`config.mk`:
```
export PLATFORM = sky130hd
export DESIGN_NAME = etfi_ctrl
export DESIGN_NICKNAME = d
export VERILOG_FILES = /design/src/rtl/etfi_pkg.sv /design/src/rtl/etfi_ctrl.sv
export SDC_FILE = /design/constraint.sdc
export NUM_CORES = 1
export LEC_CHECK = 0
export BUFFER_PORTS_ARGS = -buffer_cell sky130_fd_sc_hd__buf_2
export CAP_MARGIN = 20
export CORE_MARGIN = 2
export CORE_UTILIZATION = 55
export DETAILED_ROUTE_END_ITERATION = 7
export PLACE_DENSITY = 0.79
export SYNTH_ARGS = -nofsm -noshare
export SYNTH_HDL_FRONTEND = slang
export SYNTH_SLANG_ARGS = --single-unit
```
`constraint.sdc`:
```
create_clock -name clk -period 2.5 [get_ports clk]
set_input_delay 0.375 -clock clk [delete_from_list [all_inputs] [get_ports clk]]
set_output_delay 0.375 -clock clk [all_outputs]
set_load 0.005 [all_outputs]
```
`src/rtl/etfi_pkg.sv`:
```
// Package for the escape-time fractal iterator: widths, fixed-point constants,
// register indexes and the command and status types between controller and datapath.
// No dependencies.
package etfi_pkg;

	localparam int FRAC_BITS     = 24;
	localparam int CW            = 32;
	localparam int ZW            = 40;
	localparam int HALF          = ZW / 2;
	localparam int PP_W          = ZW + HALF;
	localparam int PROD_W        = 2 * ZW;
	localparam int SQ_W          = 63;
	localparam int M_W           = SQ_W + 1;
	localparam int SUM_W         = ZW + 2;
	localparam int CNT_W         = 16;
	localparam int THR_W         = 16;
	localparam int THR_FRAC_BITS = 8;
	localparam int T2_SHIFT      = FRAC_BITS - 2 * THR_FRAC_BITS;
	localparam int CFG_IDX_W     = 1;
	localparam int CFG_DATA_W    = 16;

	localparam logic [ZW-1:0]   ZMAX   = {1'b0, {(ZW-1){1'b1}}};
	localparam logic [ZW-1:0]   ZMIN   = {1'b1, {(ZW-1){1'b0}}};
	localparam logic [SQ_W-1:0] SQ_CAP = {1'b1, {(SQ_W-1){1'b0}}};

	localparam logic [THR_W-1:0] THRESHOLD_RESET = 16'd10752;
	localparam logic [CNT_W-1:0] LIMIT_RESET     = 16'd40;

	localparam logic [CFG_IDX_W-1:0] REG_ESCAPE_THRESHOLD = 1'd0;
	localparam logic [CFG_IDX_W-1:0] REG_ITERATION_LIMIT  = 1'd1;

	typedef struct packed {
		logic load;
		logic mul_lo;
		logic mul_hi;
		logic sum;
		logic update;
	} etfi_cmd_t;

	typedef struct packed {
		logic beyond_radius;
	} etfi_sts_t;

endpackage

```
`src/rtl/etfi_ctrl.sv`:
```
// Controller of the escape-time fractal iterator: sequences each update, counts
// steps, decides escape or limit and holds the result register.
// Depends on etfi_pkg.
module etfi_ctrl (
	input  logic                              clk,
	input  logic                              arst_n,
	input  logic                              in_valid,
	output logic                              in_ready,
	output logic                              out_valid,
	input  logic                              out_ready,
	output logic                              escaped,
	output logic [etfi_pkg::CNT_W-1:0]        escape_count,
	input  logic [etfi_pkg::CNT_W-1:0]        limit,
	input  etfi_pkg::etfi_sts_t               sts,
	output etfi_pkg::etfi_cmd_t               cmd
);
	import etfi_pkg::*;

	typedef enum logic [2:0] {
		S_IDLE,
		S_MUL_LO,
		S_MUL_HI,
		S_SUM,
		S_EVAL
	} state_t;

	state_t           state_q;
	logic [CNT_W-1:0] step_q;
	logic             out_valid_q;
	logic             escaped_q;
	logic [CNT_W-1:0] count_q;
	logic             hit;
	logic             finish;
	logic             out_free;

	assign hit          = (step_q != '0) && sts.beyond_radius;
	assign finish       = hit || (step_q == limit);
	assign out_free     = !out_valid_q || out_ready;
	assign in_ready     = (state_q == S_IDLE);
	assign out_valid    = out_valid_q;
	assign escaped      = escaped_q;
	assign escape_count = count_q;

	always_comb begin
		cmd = '0;
		unique case (state_q)
			S_IDLE:   cmd.load   = in_valid;
			S_MUL_LO: cmd.mul_lo = 1'b1;
			S_MUL_HI: cmd.mul_hi = 1'b1;
			S_SUM:    cmd.sum    = 1'b1;
			S_EVAL:   cmd.update = !finish;
		endcase
	end

	always_ff @(posedge clk or negedge arst_n) begin
		if (!arst_n) begin
			state_q     <= S_IDLE;
			step_q      <= '0;
			out_valid_q <= 1'b0;
			escaped_q   <= 1'b0;
			count_q     <= '0;
		end else begin
			if (out_valid_q && out_ready && !(state_q == S_EVAL && finish)) begin
				out_valid_q <= 1'b0;
			end
			unique case (state_q)
				S_IDLE: begin
					if (in_valid) begin
						step_q  <= '0;
						state_q <= S_MUL_LO;
					end
				end
				S_MUL_LO: state_q <= S_MUL_HI;
				S_MUL_HI: state_q <= S_SUM;
				S_SUM:    state_q <= S_EVAL;
				S_EVAL: begin
					if (finish) begin
						if (out_free) begin
							out_valid_q <= 1'b1;
							escaped_q   <= hit;
							count_q     <= hit ? step_q - CNT_W'(1) : step_q;
							state_q     <= S_IDLE;
						end
					end else begin
						step_q  <= step_q + CNT_W'(1);
						state_q <= S_MUL_LO;
					end
				end
			endcase
		end
	end

`ifndef SYNTHESIS
	a_step_bounded: assert property (@(posedge clk) disable iff (!arst_n)
		(state_q != S_IDLE) |-> (step_q <= limit))
		else $error("step count passed the iteration limit");

	a_result_from_eval: assert property (@(posedge clk) disable iff (!arst_n)
		$rose(out_valid_q) |-> $past(state_q == S_EVAL))
		else $error("result appeared outside the evaluation step");

	a_cmd_exclusive: assert property (@(posedge clk) disable iff (!arst_n)
		$onehot0({cmd.load, cmd.mul_lo, cmd.mul_hi, cmd.sum, cmd.update}))
		else $error("more than one datapath command at once");

	a_count_in_range: assert property (@(posedge clk) disable iff (!arst_n)
		out_valid_q |-> (count_q <= limit))
		else $error("escape count above the iteration limit");
`endif

endmodule

```
==> results of run 1 <==
-- worst max-delay path by stage --
stage,end,start,slack [ns]
4_1_cts,cmd[0],step_q[0],0.11
3_3_place_gp,cmd[0],step_q[0],0.28
3_5_place_dp,step_q[11],step_q[0],0.22
6_report,cmd[0],step_q[13],0.10
2_1_floorplan,step_q[5],step_q[0],0.38
5_1_grt,cmd[0],step_q[13],0.02
-- cells by family (layout without fill, tap and decap cells) --
| kind of cell | Yosys count | count (layout) | share of synthesized area, % |
|---|---|---|---|
| XOR/XNOR | 31 | 31 | 11.6 |
| AND/OR/NAND/NOR | 102 | 102 | 28.3 |
| AO/OA/AOI/OAI | 45 | 45 | 12.2 |
| adder cells (fa/ha/maj) | 2 | 2 | 1.07 |
| flip-flops | 37 | 37 | 39.5 |
| buffers and inverters | 26 | 70 | 6.45 |
| multiplexers | 2 | 2 | 0.960 |
-- registers in the layout (all words and copies together) (netlist names) --
signal,count
escape_count,16
escaped,1
out_valid,1
state_q,3
step_q,16
-- worst max-delay path: stages (launching register included) --
cell and delay, ns:
dfrtp_1 0.51, xor2_1 0.23, nor4_2 0.44, nand4_4 0.16, nand3_4 0.17, inv_1 0.08
buf_2 0.13
-- per-layer routing --
metal	track usage, %	up-vias
met5	0	-
met4	8.06	0
met3	5.09	12
met2	39.0	56
met1	28.2	935
li1	-	952
-- area by class of cell --
cell class,instances,area [um2],area share (%)
multi-input cells,182,1290,47.7
flip-flops and latches,37,927,34.1
repair buffers,55,315,11.6
well taps,50,62.6,2.30
clock buffers,7,86.3,3.18
inverters,8,30.0,1.11
-- what timing repair did --
action                                 CTS  global route
buffers inserted                         2             0
setup endpoints to repair                1             4
hold buffers                             0             0
endpoints found under the hold margin    0             0
pin swaps                                3             0
resized for setup                        2             3
-- synth_stat cells, types with 5 or more instances --
library cell and number:
dfrtp_1 37, nor2_1 26, a21oi_1 22, xor2_1 20, nand2_1 14, xnor2_1 11, buf_2 10, inv_1 8
nand3_1 6, nor4_2 6, o31ai_1 6, buf_6 5, nand4_1 5, nor3_1 5
-- through the flow --
stage,setup WS [ns],utilization (%),instance area [um2]
CTS,0.107,66.6,2700
floorplan,0.383,-,2350
global placement,0.281,63.8,2590
finish,0.102,66.9,2720
global route,0.0158,66.9,2720
detailed placement,0.223,63.8,2590
-- layout by cell type, fill, tap and decap left out, drive strengths merged, types with 2 or more instances in the layout --
cell type	count
buf	55
dfrtp	37
nor2	26
a21oi	23
xor2	20
nand2	16
xnor2	11
inv	8
nor4	8
nand4	8
nand3	7
clkbuf	7
o31ai	6
nor3	5
nand2b	5
nor3b	5
and2	4
o21ai	4
or4	4
or2	3
or3	3
o211ai	3
nor2b	2
nand4b	2
mux2	2
a31oi	2
o41ai	2
ha	2
o311ai	2
-- power by group through the flow --
stage	registers [mW]	clock network, mW	logic [mW]
after floorplan	0.902	0	0.572
after detailed placement	0.908	0	0.877
final	0.894	0.424	0.903
after global routing	0.923	0.461	1.01
after global placement	0.894	0	0.862
after CTS	0.896	0.429	0.905
==> metrics, run 1 <==
synth-to-layout area growth 15.8%; drt initial violations about 120; R2R Path Start step_q[13]; Vias a little under 2k; EDFF count, synth 0; WL/cell about 15 um; GR Overflow Total 0; first-pass GRT wire length 8740 um; CP Class reg2out; max-slew violations 0; Max Cap Viol 0; largest net degree at the start of global routing 38; top sig layer met4; clock root cell clkbuf_8; Initial Util about 58%; Tot Pwr 2.22 mW; switching part of the total 36.5%; ratio of cells with drive above 1 in the final layout 29.4%; CTS Buf Count 5; Routed met1 length between 2000 and 2500 um; Yosys reg bits 37; RSZ-0062 raised after global routing no; RR Endpoint escape_count[2]; Cells after Synth 245; Top FF cell, synth dfrtp_1; Leak roughly 1.3 nW; VDD IR max 510 uV; total wire length 5210 um; GRT Util Overall 22.8%; Clock Skews 0.00249 ns; worst min-delay path category in2async; clk buf depth 2; Rows 23; Fmax achieved 0.417 GHz; CP required between 2 and 2.5 ns; Critical Path AT 2.02 ns; CP max FO 9; Post-Syn Area 0.00235 mm2; H-tree depth 2; post-route ant nets 0; crit path capture type output pin; post-synth top area share around 40%; gpl congestion 0.822; Cells after DPL 330; Skew-Pair Late Insertion Delay 0.29 ns; Seq/Total Area, Yosys 39.5%; WHS between 0.15 and 0.2 ns; CTS tree yes; Die Y slightly below 70 um; synth warn 0; n_diodes 0; R2R cell count 6; switching power total 810 uW; dpl hpwl 3810 um; Comb power frac 40.6%; Worst Max-Slew Pin Slew about 0.84 ns; Seq pwr share 40.3%; Final period util 95.9%; cell taking the most area after synthesis dfrtp_1; outcome finished clean; Critical Path Start Type flip-flop; WL met3 roughly 260 um; Synth async-reset ratio 100%; Syn Nets 268; Slew HR 44.1%; vias per cell a little under 6; R2R setup slack 0.22 ns; chip width 69.3 um; initial antenna violation count 0; clk slew on worst S/H paths 0.07 ns; Synth area leaders dfrtp_1 (39%), xor2_1 (7.5%), a21oi_1 (4.7%); clock share of power approximately a fifth; Detail Route met2 WL 2630 um; internal power 1.41 mW; final setup violation count 0; Core Area a little over 0.004 mm2; I/O Pins 45; crit path time final 2.40 ns; Nets 312; Pwr per Cell Area 818 mW/mm2; DRT Pass-1 Iters 4; vias in the first global route 1833; Final Hold Viols 0; post-synth cell types 49; I/O Buffers 44; Fin Setup TNS 0 ns; Synth Area per Inst 9.58 um2; DRC 0; DIE AREA 0.00480 mm2; Finished Layout Cells between 300 and 400; CTS Sinks 37; fillers about 340
Note: power is estimated with default switching activity, not from simulation.
==> run 2: changes to the inputs <==
--- a/config.mk
+++ b/config.mk
@@ -10,6 +10,7 @@
 export CORE_MARGIN = 2
 export CORE_UTILIZATION = 55
 export DETAILED_ROUTE_END_ITERATION = 7
+export GPL_TIMING_DRIVEN = 0
 export PLACE_DENSITY = 0.79
 export SYNTH_ARGS = -nofsm -noshare
 export SYNTH_HDL_FRONTEND = slang
==> metrics, run 2 (same netlist as run 1, synthesis figures left out) <==
outcome finished clean; first-pass GRT wire length 8340 um; Fmax achieved a little over 0.4 GHz; Seq. cell area 928 um2; DRC 0; post-route ant nets 0; RSZ-0062 raised after global routing yes; CTS Buf Count 5; Nets 320; DRT Pass-1 Iters 4; DIE AREA a little under 0.005 mm2; Core Area between 0.004 and 0.005 mm2; fillers 309; total wire length 5080 um; Tot Pwr approximately 2.2 mW; crit path capture type output pin; CP top delay family simple AND/OR/NAND/NOR gates; Initial Util 57.8%; n_diodes 0; clk slew on worst S/H paths 0.07 ns; ratio of cells with drive above 1 in the final layout about a third; crit-path max cell delay 0.46 ns; clock root cell clkbuf_8; I/O Pins 45; CP Class reg2out; Clock Skews just under 0.008 ns; CTS Sinks 37; commonest cells after routing, fill and taps aside buf_2 (54), dfrtp_1 (35), nor2_1 (26); crit-path cells inv_1 -> ha_4 -> nor3b_4 -> nand4_2 -> nand2_2 -> buf_8 -> nand3_4 -> inv_2 -> buf_2; initial antenna violation count 0; Finished Layout Cells between 300 and 400; worst min-delay path category in2async; Worst Max-Slew Pin Slew 0.811 ns; Skew-Pair Late Insertion Delay 0.30 ns; crit path time final around 2.4 ns; Leak 1.29 nW; VDD IR max approximately 500 uV; vias per cell 5.66; Slew HR 45.9%; Die Y 69.3 um; Vias between 1.5k and 2k; dpl hpwl 3540 um; CP required roughly 2.1 ns; I/O Buffers 44; Final period util 97.3%; vias in the first global route 1826; GRT Util Overall between 20% and 30%; Cells after DPL 339; synth-to-layout area growth 18.1%; H-tree depth 2; Rows 23; Max Cap Viol 0; most common cell after layout, fill and taps aside buf_2; largest net degree at the start of global routing 38; hold-fix buffers at CTS 0; CP max FO 10; final setup violation count 0; area taken by multi-input logic gates 0.00132 mm2; Final Hold Viols 0; CP bufs+invs 4; clk buf depth 2; Critical Path AT 2.06 ns; max-slew violations 0; Pwr per Cell Area roughly 810 mW/mm2; WL/cell 14.7 um; CTS tree yes; gpl congestion 0.854; drt initial violations around 100; chip width 69.3 um; CP max-delay cell dfrtp_2; Critical Path Start Type flip-flop; GR Overflow Total 0
[run 2: cell count changes in the layout (fill, tap and decap cells not counted), sizes merged]
cell    delta
clkinv     +1
buf        +7
clkbuf     -1
[run 2: layout make-up]
| type | count | share of cell area (%) |
|---|---|---|
| clock buffers | 5 | 2.48 |
| inverters | 8 | 1.08 |
| well taps | 50 | 2.26 |
| plain buffers | 17 | 4.43 |
| flip-flops and latches | 37 | 33.5 |
| clock inverters | 1 | 0.181 |
| repair buffers | 46 | 8.49 |
| multi-input cells | 182 | 47.6 |
[run 2: through the flow]
step                hold WS (ns)  setup slack, ns  instance area, um2  utilization [%]  setup TNS, ns
floorplan                 0.0794            0.383                2350                -              0
global placement           0.488           0.0814                2630             64.8              0
detailed placement         0.493           0.0627                2630             64.8              0
CTS                        0.216           0.0114                2740             67.5              0
global route               0.252          -0.0323                2770             68.3        -0.0323
finish                     0.167           0.0667                2770             68.3              0
[run 2: repair_timing]
item,CTS,global route
pin swaps,1,1
endpoints found under the setup margin,1,2
buffers inserted,1,1
resized for setup,6,7
[run 2: worst register-to-register path, stage by stage (launching register included)]
cell	delay (ns)
dfrtp_1	0.41
buf_2	0.21
xor2_1	0.20
nor4_4	0.32
nand4_4	0.16
buf_4	0.21
a21oi_4	0.23
mux2_2	0.36
[run 2: worst paths after layout]
path | endpoint | startpoint | depth (start not counted) | slack [ns]
worst max register to register | escaped | step_q[3] | 7 | 0.29
max in group asynchronous | step_q[0] | arst_n | 1 | 1.77
worst max-delay path | cmd[0] | step_q[1] | 9 | 0.07
min in group clk | state_q[0] | in_valid | 2 | 0.33
worst min register to register | escaped | escaped | 1 | 0.51
worst min-delay path | escape_count[13] | arst_n | 1 | 0.17
[run 2: where the power goes]
part / total (mW) / switching (mW) / internal [mW]
Clock: 0.390 / 0.207 / 0.183
Combinational: 0.955 / 0.492 / 0.463
Sequential: 0.893 / 0.121 / 0.772
[run 2: layer usage]
layer / track usage (%) / vias to the layer above / routed length, um / part of all wire (%)
li1: - / 969 / - / -
met1: 27.7 / 930 / 2220 / 44
met2: 36.3 / 52 / 2540 / 50
met3: 3.49 / 8 / 253 / 5.0
met4: 7.19 / 0 / 71 / 1.4
met5: 0 / - / 0 / 0
==> run 3: changes to the inputs <==
--- a/config.mk
+++ b/config.mk
@@ -12,6 +12,7 @@
 export DETAILED_ROUTE_END_ITERATION = 7
 export GPL_TIMING_DRIVEN = 0
 export PLACE_DENSITY = 0.79
+export REMOVE_ABC_BUFFERS = 1
 export SYNTH_ARGS = -nofsm -noshare
 export SYNTH_HDL_FRONTEND = slang
 export SYNTH_SLANG_ARGS = --single-unit
==> metrics, run 3 (same netlist as run 1, synthesis figures left out) <==
Nets 309; I/O Buffers 44; GRT Util Overall approximately 23%; crit path time final 2.41 ns; clk buf depth 2; gpl congestion 0.850; vias per cell 5.77; R2R setup slack 0.09 ns; Worst Max-Slew Pin Slew 0.819 ns; synth-to-layout area growth 16.2%; outcome finished clean; R2R Path Start step_q[13]; CTS Sinks 37; Initial Util just under 60%; Critical Path AT 2.59 ns; chip width 69.3 um; clk slew on worst S/H paths 0.08 ns; DRC 0; GR Overflow Total 0; H-tree depth 2; WL/cell 15.7 um; worst min-delay path category in2async; crit path capture type flip-flop; dpl hpwl 3590 um; largest net degree at the start of global routing 38; commonest cells after routing, fill and taps aside buf_2 (44), dfrtp_1 (33), nor2_1 (26); Final period util approximately 96%; Leak about 1.2 nW; R2R cell count 6; Vias 1944; Tot Pwr between 2 and 2.5 mW; Max Cap Viol 0; Clock Skews between 0.009 and 0.01 ns; WHS 0.176 ns; VDD IR max 681 uV; n_diodes 0; CTS Buf Count 5; most common cell after layout, fill and taps aside buf_2; CP Class reg2reg; Pwr per Cell Area 894 mW/mm2; DRT Pass-1 Iters 4; CP required 2.68 ns; Final WS setup 0.0914 ns; initial antenna violation count 0; Skew-Pair Late Insertion Delay 0.29 ns; CP max FO 16; RR Endpoint escape_count[2]; Critical Path Start Type flip-flop; vias in the first global route roughly 1.9k; I/O Pins 45; DIE AREA 0.00480 mm2; drt initial violations 130; dpl ws -0.161 ns; Die Y about 69 um; Slew HR 45.4%; Cells after DPL 321; Fmax achieved just over 0.4 GHz; Final Hold Viols 0; CP Launch Point step_q[13]; post-route ant nets 0; ratio of cells with drive above 1 in the final layout roughly 30%; Rows 23; CTS tree yes; first-pass GRT wire length approximately 8800 um; hold-fix buffers at CTS 0; Core Area 0.00406 mm2; max-slew violations 0; Finished Layout Cells 337; total wire length approximately 5300 um; clock root cell clkbuf_8; final setup violation count 0
## run 3: area by class of cell
class	count	area [um2]
fillers	333	1330
well taps	50	62.6
flip-flops and latches	37	931
clock inverters	3	65.1
inverters	8	30.0
multi-input cells	183	1290
clock buffers	5	68.8
repair buffers	51	273
## run 3: worst max-delay path by stage
stage | endpoint | cells past startpoint
final | escape_count[2] | 6
after global routing | cmd[0] | 8
after CTS | cmd[0] | 6
after detailed placement | escape_count[2] | 5
after global placement | escaped | 5
after floorplan | escape_count[2] | 5
## run 3: routing by layer
metal	GRT usage, %	wire (um)	vias to the layer above
li1	-	-	941
met5	0	0	-
met3	4.65	239	8
met1	28.5	2350	935
met4	8.28	70	0
met2	38.9	2630	60
## run 3: critical path, cell delays in order, from the launching register on
cell and delay, ns:
dfrtp_1 0.51, xor2_1 0.22, nor4_2 0.39, nand4_4 0.19
buf_4 0.19, a21oi_4 0.38, mux2_2 0.39
## run 3: report_power, final
part	internal (mW)	leakage [nW]	switching, mW
clock network	0.396	0.0681	0.218
logic	0.425	0.694	0.495
registers	0.771	0.474	0.132
total	1.59	1.24	0.845
## run 3: per-stage QoR
step / instance area [um2] / utilization (%) / TNS [ns]
detailed placement: 2510 / 61.8 / -0.315
global placement: 2510 / 61.8 / -0.335
finish: 2730 / 67.2 / 0
global route: 2730 / 67.2 / -0.0525
floorplan: 2220 / - / 0
CTS: 2690 / 66.2 / -0.0305
## run 3: repair_timing
item | CTS | global route
gates resized for setup | 4 | 3
pin swaps | 5 | 2
cloned | 1 | 0
buffers inserted | 3 | 4
endpoints found under the setup margin | 4 | 9
